`src/design/assert_macros.svh`:
```
// Assertion macros shared by the readout word decoder RTL.
// No dependencies; included by the modules that carry assertions.
`ifndef ASSERT_MACROS_SVH
`define ASSERT_MACROS_SVH

`ifndef SYNTHESIS

// Same-cycle implication, disabled during reset
`define RTD_ASSERT_IMP(lbl, clk, rstn, ante, cons, msg) \
    lbl: assert property (@(posedge clk) disable iff (!rstn) (ante) |-> (cons)) \
        else $error(msg);

// Next-cycle implication, disabled during reset
`define RTD_ASSERT_NXT(lbl, clk, rstn, ante, cons, msg) \
    lbl: assert property (@(posedge clk) disable iff (!rstn) (ante) |=> (cons)) \
        else $error(msg);

`else

`define RTD_ASSERT_IMP(lbl, clk, rstn, ante, cons, msg)
`define RTD_ASSERT_NXT(lbl, clk, rstn, ante, cons, msg)

`endif

`endif

```
`src/design/rtdec_pkg.sv`:
```
// Types and constants of the readout word decoder.
// No dependencies; imported by every module of the block.
package rtdec_pkg;

    // Format codes, sampled from mode on the length word
    localparam logic [1:0] FMT_1881M = 2'd0;
    localparam logic [1:0] FMT_10CX  = 2'd1;
    localparam logic [1:0] FMT_1875A = 2'd2;

    // Record types
    localparam logic REC_HIT    = 1'b0;
    localparam logic REC_STATUS = 1'b1;

    // Measure codes
    localparam logic [1:0] MEAS_CHARGE  = 2'd0;
    localparam logic [1:0] MEAS_TIME    = 2'd1;
    localparam logic [1:0] MEAS_UNCLASS = 2'd2;

    // Status codes
    localparam logic [2:0] ST_OK      = 3'd0;
    localparam logic [2:0] ST_PARITY  = 3'd1;
    localparam logic [2:0] ST_LENGTH  = 3'd2;
    localparam logic [2:0] ST_OVERRUN = 3'd3;
    localparam logic [2:0] ST_GEO     = 3'd4;

    // Result queue sizing
    localparam int PUSH_MAX    = 3;
    localparam int QUEUE_DEPTH = 4;
    localparam int QCNT_W      = $clog2(QUEUE_DEPTH + 1);
    localparam int PCNT_W      = $clog2(PUSH_MAX + 1);

    // Sub-event parser phase
    typedef enum logic [1:0] {
        PH_LENGTH,
        PH_HEADER,
        PH_DATA
    } phase_t;

    typedef struct packed {
        logic [31:0] word;
        logic [1:0]  mode;
        logic        last;
    } in_item_t;

    typedef struct packed {
        logic        record_type;
        logic [4:0]  geo;
        logic [6:0]  channel;
        logic [14:0] value;
        logic [1:0]  measure;
        logic [2:0]  status;
        logic        final_res;
    } result_t;

    // Results of one decoded word, packed toward index 0
    typedef struct packed {
        logic [PCNT_W-1:0]     count;
        result_t [PUSH_MAX-1:0] rec;
    } push_t;

endpackage

```
`src/design/adc_tdc_readout_word_decoder.sv`:
```
// Top level of the readout word decoder: input register, decode, result queue.
// Depends on rtdec_pkg, rtdec_decode and rtdec_outq.

// One 32-bit readout word is taken per transaction on the item channel and
// turned into zero to three records on the result channel: hits (geo, channel,
// value, measure) and, on the word flagged last, one status record; a non-ok
// status means all hits of that sub-event are to be dropped. A word is held in
// the input register, is decoded in a single pass into a four-entry result
// queue, and its first record is offered in the following cycle. Words are
// accepted every cycle as long as each yields at most one record and the
// result side does not stall; throughput is set by the result port, which
// moves one record per cycle when not stalled. A word is decoded only when at
// most one record is left queued after the current transaction.
module adc_tdc_readout_word_decoder (
    input  logic                clk,
    input  logic                rst_n,
    input  logic                item_valid,
    output logic                item_stall,
    input  rtdec_pkg::in_item_t item,
    output logic                result_valid,
    input  logic                result_stall,
    output rtdec_pkg::result_t  result
);
    import rtdec_pkg::*;

    in_item_t item_reg;
    logic     item_valid_reg;
    logic     room;
    logic     fire;
    push_t    push;

    // Decode the held word when the queue can take its records
    assign fire       = item_valid_reg && room;
    assign item_stall = item_valid_reg && !room;

    // Input register
    always_ff @(posedge clk or negedge rst_n)
    begin
        if (!rst_n)
        begin
            item_valid_reg <= 1'b0;
        end
        else if (!item_stall)
        begin
            item_valid_reg <= item_valid;
        end
    end

    always_ff @(posedge clk)
    begin
        if (item_valid && !item_stall)
        begin
            item_reg <= item;
        end
    end

    rtdec_decode u_decode (
        .clk   (clk),
        .rst_n (rst_n),
        .fire  (fire),
        .item  (item_reg),
        .push  (push)
    );

    rtdec_outq u_outq (
        .clk          (clk),
        .rst_n        (rst_n),
        .push         (push),
        .room         (room),
        .result_valid (result_valid),
        .result_stall (result_stall),
        .result       (result)
    );

endmodule

```
`src/design/rtdec_decode.sv`:
```
// Sub-event state and single-pass decode of one registered readout word.
// Depends on rtdec_pkg and assert_macros.svh.
`include "assert_macros.svh"

module rtdec_decode (
    input  logic                clk,
    input  logic                rst_n,
    input  logic                fire,
    input  rtdec_pkg::in_item_t item,
    output rtdec_pkg::push_t    push
);
    import rtdec_pkg::*;

    phase_t      phase_reg, phase_next;
    logic [1:0]  fmt_reg, fmt_next;
    logic [31:0] decl_reg, decl_next;
    logic [31:0] ws_reg, ws_next;
    logic [6:0]  left_reg, left_next;
    logic [4:0]  geo_reg, geo_next;
    logic [2:0]  ferr_reg, ferr_next;
    logic        pbad_reg, pbad_next;

    logic        ws_sat;
    logic [31:0] ws_step;
    logic [6:0]  hdr_left;
    logic [7:0]  left_plus;
    logic [32:0] over_sum;
    logic        overrun;
    logic [2:0]  err_code;
    logic        hit_a_v, hit_b_v;
    result_t     hit_a, hit_b, stat_rec;
    logic [31:0] ws_final;
    logic [2:0]  stat_code;
    logic [PCNT_W-1:0] n_res;

    // Word counter step, saturating
    assign ws_sat  = &ws_reg;
    assign ws_step = ws_sat ? ws_reg : ws_reg + 32'd1;

    // Module data word count from a header word
    always_comb
    begin
        hdr_left = '0;
        case (fmt_reg)
            FMT_1881M:
            begin
                hdr_left = (item.word[6:0] > 7'd1) ? item.word[6:0] - 7'd1 : 7'd0;
            end
            FMT_10CX:
            begin
                hdr_left = 7'(({1'b0, item.word[15:10]} + 7'd1) >> 1);
            end
            default:
            begin
                hdr_left = '0;
            end
        endcase
    end

    // Overrun: module words exceed the words still declared
    assign left_plus = ws_sat ? {1'b0, hdr_left} : {1'b0, hdr_left} + 8'd1;
    assign over_sum  = {1'b0, ws_reg} + {25'd0, left_plus};
    assign overrun   = (hdr_left != 7'd0) && (over_sum > {1'b0, decl_reg});

    // Next phase
    always_comb
    begin
        phase_next = phase_reg;
        unique case (phase_reg)
            PH_LENGTH:
            begin
                phase_next = PH_HEADER;
            end
            PH_HEADER:
            begin
                if ((fmt_reg == FMT_1881M || fmt_reg == FMT_10CX) && hdr_left != 7'd0)
                begin
                    phase_next = PH_DATA;
                end
            end
            PH_DATA:
            begin
                if (left_reg == 7'd1)
                begin
                    phase_next = PH_HEADER;
                end
            end
            default:
            begin
                phase_next = PH_LENGTH;
            end
        endcase
        if (item.last)
        begin
            phase_next = PH_LENGTH;
        end
    end

    // Datapath: state update and hit records
    always_comb
    begin
        fmt_next  = fmt_reg;
        decl_next = decl_reg;
        ws_next   = ws_reg;
        left_next = left_reg;
        geo_next  = geo_reg;
        ferr_next = ferr_reg;
        pbad_next = pbad_reg;
        err_code  = ST_OK;
        hit_a_v   = 1'b0;
        hit_b_v   = 1'b0;
        hit_a     = '0;
        hit_b     = '0;
        unique case (phase_reg) inside
            PH_LENGTH:
            begin
                decl_next = item.word;
                fmt_next  = item.mode;
                ws_next   = '0;
                left_next = '0;
                geo_next  = '0;
                ferr_next = ST_OK;
                pbad_next = 1'b0;
            end
            PH_HEADER, PH_DATA:
            begin
                ws_next = ws_step;
                case (fmt_reg)
                    FMT_1881M:
                    begin
                        if (^item.word)
                        begin
                            pbad_next = 1'b1;
                        end
                        if (phase_reg == PH_HEADER)
                        begin
                            geo_next  = item.word[31:27];
                            left_next = hdr_left;
                            if (overrun)
                            begin
                                err_code = ST_OVERRUN;
                            end
                        end
                        else
                        begin
                            if (item.word[31:27] != geo_reg)
                            begin
                                err_code = ST_GEO;
                            end
                            hit_a_v         = 1'b1;
                            hit_a.geo       = geo_reg;
                            hit_a.channel   = {1'b0, item.word[22:17]};
                            hit_a.value     = {1'b0, item.word[13:0]};
                            hit_a.measure   = MEAS_CHARGE;
                            left_next       = left_reg - 7'd1;
                        end
                    end
                    FMT_10CX:
                    begin
                        if (phase_reg == PH_HEADER)
                        begin
                            geo_next  = item.word[20:16];
                            left_next = hdr_left;
                            if (overrun)
                            begin
                                err_code = ST_OVERRUN;
                            end
                        end
                        else
                        begin
                            // upper half first; a set top bit marks an invalid half
                            hit_a_v       = !item.word[31];
                            hit_a.geo     = geo_reg;
                            hit_a.channel = {2'b0, item.word[30:26]};
                            hit_a.value   = {5'b0, item.word[25:16]};
                            hit_a.measure = MEAS_UNCLASS;
                            hit_b_v       = !item.word[15];
                            hit_b.geo     = geo_reg;
                            hit_b.channel = {2'b0, item.word[14:10]};
                            hit_b.value   = {5'b0, item.word[9:0]};
                            hit_b.measure = MEAS_UNCLASS;
                            left_next     = left_reg - 7'd1;
                        end
                    end
                    FMT_1875A:
                    begin
                        // range bit scales by eight
                        hit_a_v       = 1'b1;
                        hit_a.geo     = item.word[31:27];
                        hit_a.channel = item.word[22:16];
                        hit_a.value   = item.word[23] ? {item.word[11:0], 3'b0}
                                                      : {3'b0, item.word[11:0]};
                        hit_a.measure = MEAS_TIME;
                    end
                    default:
                    begin
                        hit_a_v = 1'b0;
                    end
                endcase
                if (err_code != ST_OK && ferr_reg == ST_OK)
                begin
                    ferr_next = err_code;
                end
            end
            default:
            begin
                hit_a_v = 1'b0;
            end
        endcase
        hit_a.record_type = REC_HIT;
        hit_b.record_type = REC_HIT;
        hit_a.final_res   = !hit_b_v && !item.last;
        hit_b.final_res   = !item.last;
    end

    // End of sub-event status: length, then parity, then first structural error
    assign ws_final = (phase_reg == PH_LENGTH) ? 32'd0 : ws_step;

    always_comb
    begin
        if (ws_final != decl_next)
        begin
            stat_code = ST_LENGTH;
        end
        else if (pbad_next)
        begin
            stat_code = ST_PARITY;
        end
        else
        begin
            stat_code = ferr_next;
        end
        stat_rec             = '0;
        stat_rec.record_type = REC_STATUS;
        stat_rec.status      = stat_code;
        stat_rec.final_res   = 1'b1;
    end

    // Pack valid records toward slot 0
    always_comb
    begin
        push.rec = '0;
        n_res    = '0;
        if (hit_a_v)
        begin
            push.rec[n_res[1:0]] = hit_a;
            n_res                = n_res + PCNT_W'(1);
        end
        if (hit_b_v)
        begin
            push.rec[n_res[1:0]] = hit_b;
            n_res                = n_res + PCNT_W'(1);
        end
        if (item.last)
        begin
            push.rec[n_res[1:0]] = stat_rec;
            n_res                = n_res + PCNT_W'(1);
        end
        push.count = fire ? n_res : '0;
    end

    // Sub-event state registers
    always_ff @(posedge clk or negedge rst_n)
    begin
        if (!rst_n)
        begin
            phase_reg <= PH_LENGTH;
            fmt_reg   <= '0;
            decl_reg  <= '0;
            ws_reg    <= '0;
            left_reg  <= '0;
            geo_reg   <= '0;
            ferr_reg  <= ST_OK;
            pbad_reg  <= 1'b0;
        end
        else if (fire)
        begin
            phase_reg <= phase_next;
            fmt_reg   <= fmt_next;
            decl_reg  <= decl_next;
            ws_reg    <= ws_next;
            left_reg  <= left_next;
            geo_reg   <= geo_next;
            ferr_reg  <= ferr_next;
            pbad_reg  <= pbad_next;
        end
    end

    `RTD_ASSERT_IMP(a_data_has_words, clk, rst_n, phase_reg == PH_DATA, left_reg != 7'd0, "module data phase with no words left")
    `RTD_ASSERT_IMP(a_three_need_last, clk, rst_n, push.count == PCNT_W'(PUSH_MAX), item.last, "three results without a status record")

endmodule

```
`src/design/rtdec_outq.sv`:
```
// Result queue: takes up to three records per cycle, hands out one per cycle unless stalled.
// Depends on rtdec_pkg and assert_macros.svh.
`include "assert_macros.svh"

module rtdec_outq (
    input  logic               clk,
    input  logic               rst_n,
    input  rtdec_pkg::push_t   push,
    output logic               room,
    output logic               result_valid,
    input  logic               result_stall,
    output rtdec_pkg::result_t result
);
    import rtdec_pkg::*;

    result_t q_reg [QUEUE_DEPTH];
    result_t q_next [QUEUE_DEPTH];
    result_t q_up [QUEUE_DEPTH];
    logic [QCNT_W-1:0] cnt_reg, cnt_next;
    logic [QCNT_W-1:0] base;
    logic              pop;

    // Head of queue drives the port
    assign result_valid = (cnt_reg != '0);
    assign result       = q_reg[0];
    assign pop          = result_valid && !result_stall;
    assign base         = cnt_reg - QCNT_W'(pop);
    assign room         = (base <= QCNT_W'(QUEUE_DEPTH - PUSH_MAX));

    // Entry contents after a pop shift
    for (genvar i = 0; i < QUEUE_DEPTH; i++)
    begin : g_up
        if (i < QUEUE_DEPTH - 1)
        begin : g_mid
            assign q_up[i] = pop ? q_reg[i + 1] : q_reg[i];
        end
        else
        begin : g_top
            assign q_up[i] = q_reg[i];
        end
    end

    // Kept entries shift down, new records append behind them
    always_comb
    begin
        logic [QCNT_W-1:0] off;
        for (int i = 0; i < QUEUE_DEPTH; i++)
        begin
            off = QCNT_W'(i) - base;
            if (QCNT_W'(i) < base)
            begin
                q_next[i] = q_up[i];
            end
            else if (off < QCNT_W'(push.count))
            begin
                q_next[i] = push.rec[off[PCNT_W-1:0]];
            end
            else
            begin
                q_next[i] = q_reg[i];
            end
        end
        cnt_next = base + QCNT_W'(push.count);
    end

    always_ff @(posedge clk or negedge rst_n)
    begin
        if (!rst_n)
        begin
            cnt_reg <= '0;
        end
        else
        begin
            cnt_reg <= cnt_next;
        end
    end

    always_ff @(posedge clk)
    begin
        q_reg <= q_next;
    end

    `RTD_ASSERT_IMP(a_cnt_bound, clk, rst_n, 1'b1, cnt_reg <= QCNT_W'(QUEUE_DEPTH), "result queue count beyond depth")
    `RTD_ASSERT_IMP(a_push_room, clk, rst_n, push.count != '0, room, "records pushed without room")
    `RTD_ASSERT_IMP(a_status_final, clk, rst_n, result_valid && result.record_type == REC_STATUS, result.final_res, "status record not marked final")

endmodule

```
`config.mk`:
```
export PLATFORM = sky130hd
export DESIGN_NAME = adc_tdc_readout_word_decoder
export DESIGN_NICKNAME = d
export VERILOG_FILES = /design/src/design/rtdec_pkg.sv /design/src/design/adc_tdc_readout_word_decoder.sv /design/src/design/rtdec_decode.sv /design/src/design/rtdec_outq.sv
export VERILOG_INCLUDE_DIRS = /design/src /design/src/design
export SDC_FILE = /design/constraint.sdc
export NUM_CORES = 1
export LEC_CHECK = 0
export BUFFER_PORTS_ARGS = -buffer_cell sky130_fd_sc_hd__buf_2
export CORE_ASPECT_RATIO = 0.9
export CORE_UTILIZATION = 54
export CTS_CLUSTER_DIAMETER = 150
export CTS_CLUSTER_SIZE = 12
export DETAILED_ROUTE_END_ITERATION = 12
export GPL_TIMING_DRIVEN = 0
export PLACE_DENSITY = 0.74
export REMOVE_ABC_BUFFERS = 1
export SLEW_MARGIN = 20
export SYNTH_ARGS = -nofsm -noshare
export SYNTH_HDL_FRONTEND = slang
export SYNTH_SLANG_ARGS = --single-unit
```
`constraint.sdc`:
```
create_clock -name clk -period 15.5 [get_ports clk]
set_clock_uncertainty 0.15 [all_clocks]
set_input_delay 1.55 -clock clk [delete_from_list [all_inputs] [get_ports clk]]
set_output_delay 1.55 -clock clk [all_outputs]
set_load 0.02 [all_outputs]
```
==> metrics.md <==
| Metric | Value |
|---|---|
| Clk Tree Root Cell | clkbuf_16 |
| ANT nets after route | 0 |
| Fin. Hold Viols | 0 |
| R2R depth | 26 |
| Max_slew headroom | 20.56% |
| Mapped Avg Cell Area | between 9 and 10 µm² |
| Final core utilization | roughly three fifths |
| Yosys reg bits | 259 |
| Core Footprint | 29090 µm² |
| Reg2reg setup slack | between 6 and 7 ns |
| Hold path endpoint | u_decode.fmt_reg[0] |
| Placer Congestion | approximately 0.98 |
| Routed wire length on met2 | around 19000 µm |
| Yosys cell types | 76 |
| Post-synth top area share | between 30% and 40% |
| Most frequent cell after synthesis | nand2_1 |
| CTS Sinks | approximately 260 |
| Clock transition at the registers of the reported paths | 0.07 ns |
| CTS Hold Bufs | 0 |
| Starting Density | between 50 and 60% |
| Core Rows | 59 |
| Share of post-route cells with drive strength above 1 | between 10% and 20% |
| Worst Path Required | approximately 16 ns |
| Largest net degree at the start of global routing | a little over 60 |
| Final setup viols | 0 |
| Placed inst area | approximately 17000 µm² |
| Yosys Warn Count | 0 |
| CTS tree | yes |
| Die Area | between 30000 and 40000 µm² |
| # diodes | 0 |
| Max-Cap Viols | 0 |
| Largest buffer count on any clock path | 3 |
| Sw power | ~1.9 mW |
| Critical path arrival | 9.39 ns |
| Area Growth Syn to Fin | 7.665% |
| Final period util | 59.24% |
| Min-Delay Path Class | reg2reg |
| Largest register FFs | around 100 |
| Pwr dens | about 240 nW/µm² |
| Mapped Cells | ~1700 |
| EDFF count, synth | about 170 |
| Crit path kind | reg2reg |
| Critical Path Sink Type | flop |
| Total CTS buffers | 25 |
| Maximum fanout along the worst path | 14 |
| Sw Ratio | a little under half |
| Tot GR Track Use | between 20% and 30% |
| CTS-repair resized insts | 0 |
| Post-Syn Area | 16060 µm² |
| GRT overflow | 0 |
| Worst slack at placement | about 6.3 ns |
| Final std cell area, no fill | approximately 17000 µm² |
| Synth area leaders | edfxtp_1, dfrtp_1, ha_1, nand2_1, xnor2_1 |
| Leak | between 6 and 7 nW |
| Hold_ws | between 0.3 and 0.4 ns |
| Tmin final | a little over 9 ns |
| First-pass GRT wire length | approximately 67000 µm |
| DRT Pass-1 Iters | 5 |
| Routed WL | about 43000 µm |
| VDD IR-drop max | between 0.1 and 0.15 mV |
| Reg2reg end | u_outq.result[2] |
| Vias per cell | just over 6 |
| Slew Viols, Final | 0 |
| Worst-Margin Slew | 1.182 ns |
| Cell taking the most area after synthesis | edfxtp_1 |
| WL/cell | between 20 and 25 µm |
| Asr flop ratio synth | between 30% and 40% |
| Chip Width | between 150 and 200 µm |
| Hold Crit Depth | 1 |
| Synth Flop Type | edfxtp_1 |
| Post-route worst setup slack | ~6.3 ns |
| Worst r2r src | u_decode.ws_reg[0] |
| Die Ht | ~170 µm |
| Setup TNS | 0 ns |
| Kind of start point of the critical path | flop |
| DR vias | about 13000 |
| Worst skew pair latency | roughly 0.53 ns |
| Int Power | 2.283 mW |
| # IOs | between 70 and 80 |
| DRC | 0 |
| Combinational cell fraction of total power | approximately 52% |
| Met1 WL | ~19000 µm |
| Postcts setup bufs | 0 |
| Port-buffer cells | 74 |
| Maximum clock rate | roughly 0.11 GHz |
| Initial antenna violation count | 1 |
| Htree depth | 1 |
| Status | finished clean |
| Final nets | ~1800 |
| Clock power share | about an eighth |
| Wire length on met3 | ~4000 µm |
| Top layer in use | met5 |
| DP HPWL | roughly 31000 µm |
| Synth cell count leaders | nand2_1, edfxtp_1, nor2_1, inv_1, o21ai_0 |
| Seq pwr share | 34.3% |
| Sequential element share of the synthesized area | 45.68% |
| Hold_sp | item_reg[1] |
| Initial DRC count | 1443 |
| Unrepaired setup endpoints after global routing | no |
| Number of global-route vias before repair | ~12000 |
[how the worst max path moves through the flow]
| stage | to | slack (ns) | cells past startpoint | startpoint |
|---|---|---|---|---|
| floorplan | u_outq.q_reg[34] | 6.24 | 8 | result_stall |
| global placement | u_outq.q_reg[55] | 2.55 | 7 | result_stall |
| detailed placement | u_outq.result[2] | 6.35 | 25 | u_decode.ws_reg[0] |
| CTS | u_outq.result[2] | 6.30 | 25 | u_decode.ws_reg[0] |
| global route | u_outq.result[2] | 5.48 | 25 | u_decode.ws_reg[0] |
| finish | u_outq.result[2] | 6.32 | 26 | u_decode.ws_reg[0] |
[critical path: stages, from the launching register on]
cell,delay [ns]
dfrtp_1,0.52
ha_1,0.37
nand4_2,0.20
nor4_2,0.85
nand2_1,0.57
xor2_1,0.34
ha_1,0.22
inv_1,0.06
fa_1,0.39
o21ai_0,0.34
a31oi_1,0.19
o21ai_0,0.41
nand3_1,0.29
nor2_1,0.56
nand2_1,0.15
xnor2_1,0.15
ha_1,0.32
nand4_1,0.15
nor4_1,0.66
nand2_1,0.12
o21ai_0,0.28
nor3_1,0.13
a31o_2,0.24
a2111oi_1,0.68
o211ai_1,0.16
and3_1,0.27
o21ai_0,0.22
[power groups by stage]
stage | logic, mW | clock network (mW) | registers, mW
6_report | 2.19 | 0.554 | 1.43
3_3_place_gp | 1.95 | 0 | 1.47
3_5_place_dp | 2.15 | 0 | 1.43
4_1_cts | 2.16 | 0.562 | 1.42
2_1_floorplan | 1.41 | 0 | 1.43
5_1_grt | 2.40 | 0.585 | 1.46
[logic make-up after synthesis]
family	share of synthesized area, %
AO/OA/AOI/OAI	14.90
multiplexers	3.334
buffers and inverters	6.855
AND/OR/NAND/NOR	16.06
XOR/XNOR	7.034
flip-flops	45.68
adder cells (fa/ha/maj)	6.139
[cells in the final DEF (no fill, tap or decap), types with 31 or more instances in the layout]
cell type / instances
xnor2_1: 89
xor2_1: 40
o22ai_1: 37
inv_1: 106
o31ai_1: 36
buf_2: 80
nor2_1: 110
a21oi_1: 57
ha_1: 70
nand3_1: 56
a22o_1: 31
edfxtp_1: 171
dfrtp_1: 88
nand2_1: 219
o21ai_0: 103
[cell type report]
type	count	area, µm²
clock inverters	1	7.507
fillers	2503	11790
inverters	107	401.6
multi-input cells	1166	7701
repair buffers	96	660.6
flip-flops and latches	259	7337
well taps	396	495.5
clock buffers	42	689.4
[routing by layer]
metal,GRT usage [%],vias up
li1,-,5916
met1,41.67,6062
met2,42.21,630
met3,5.497,92
met4,7.391,2
met5,0,-
[stage by stage]
step,cells,total power [mW]
floorplan,1532,2.836
global placement,2002,3.419
detailed placement,2024,3.580
CTS,2067,4.142
global route,2067,4.445
finish,2067,4.171
Note: power is estimated with default switching activity, not from simulation.
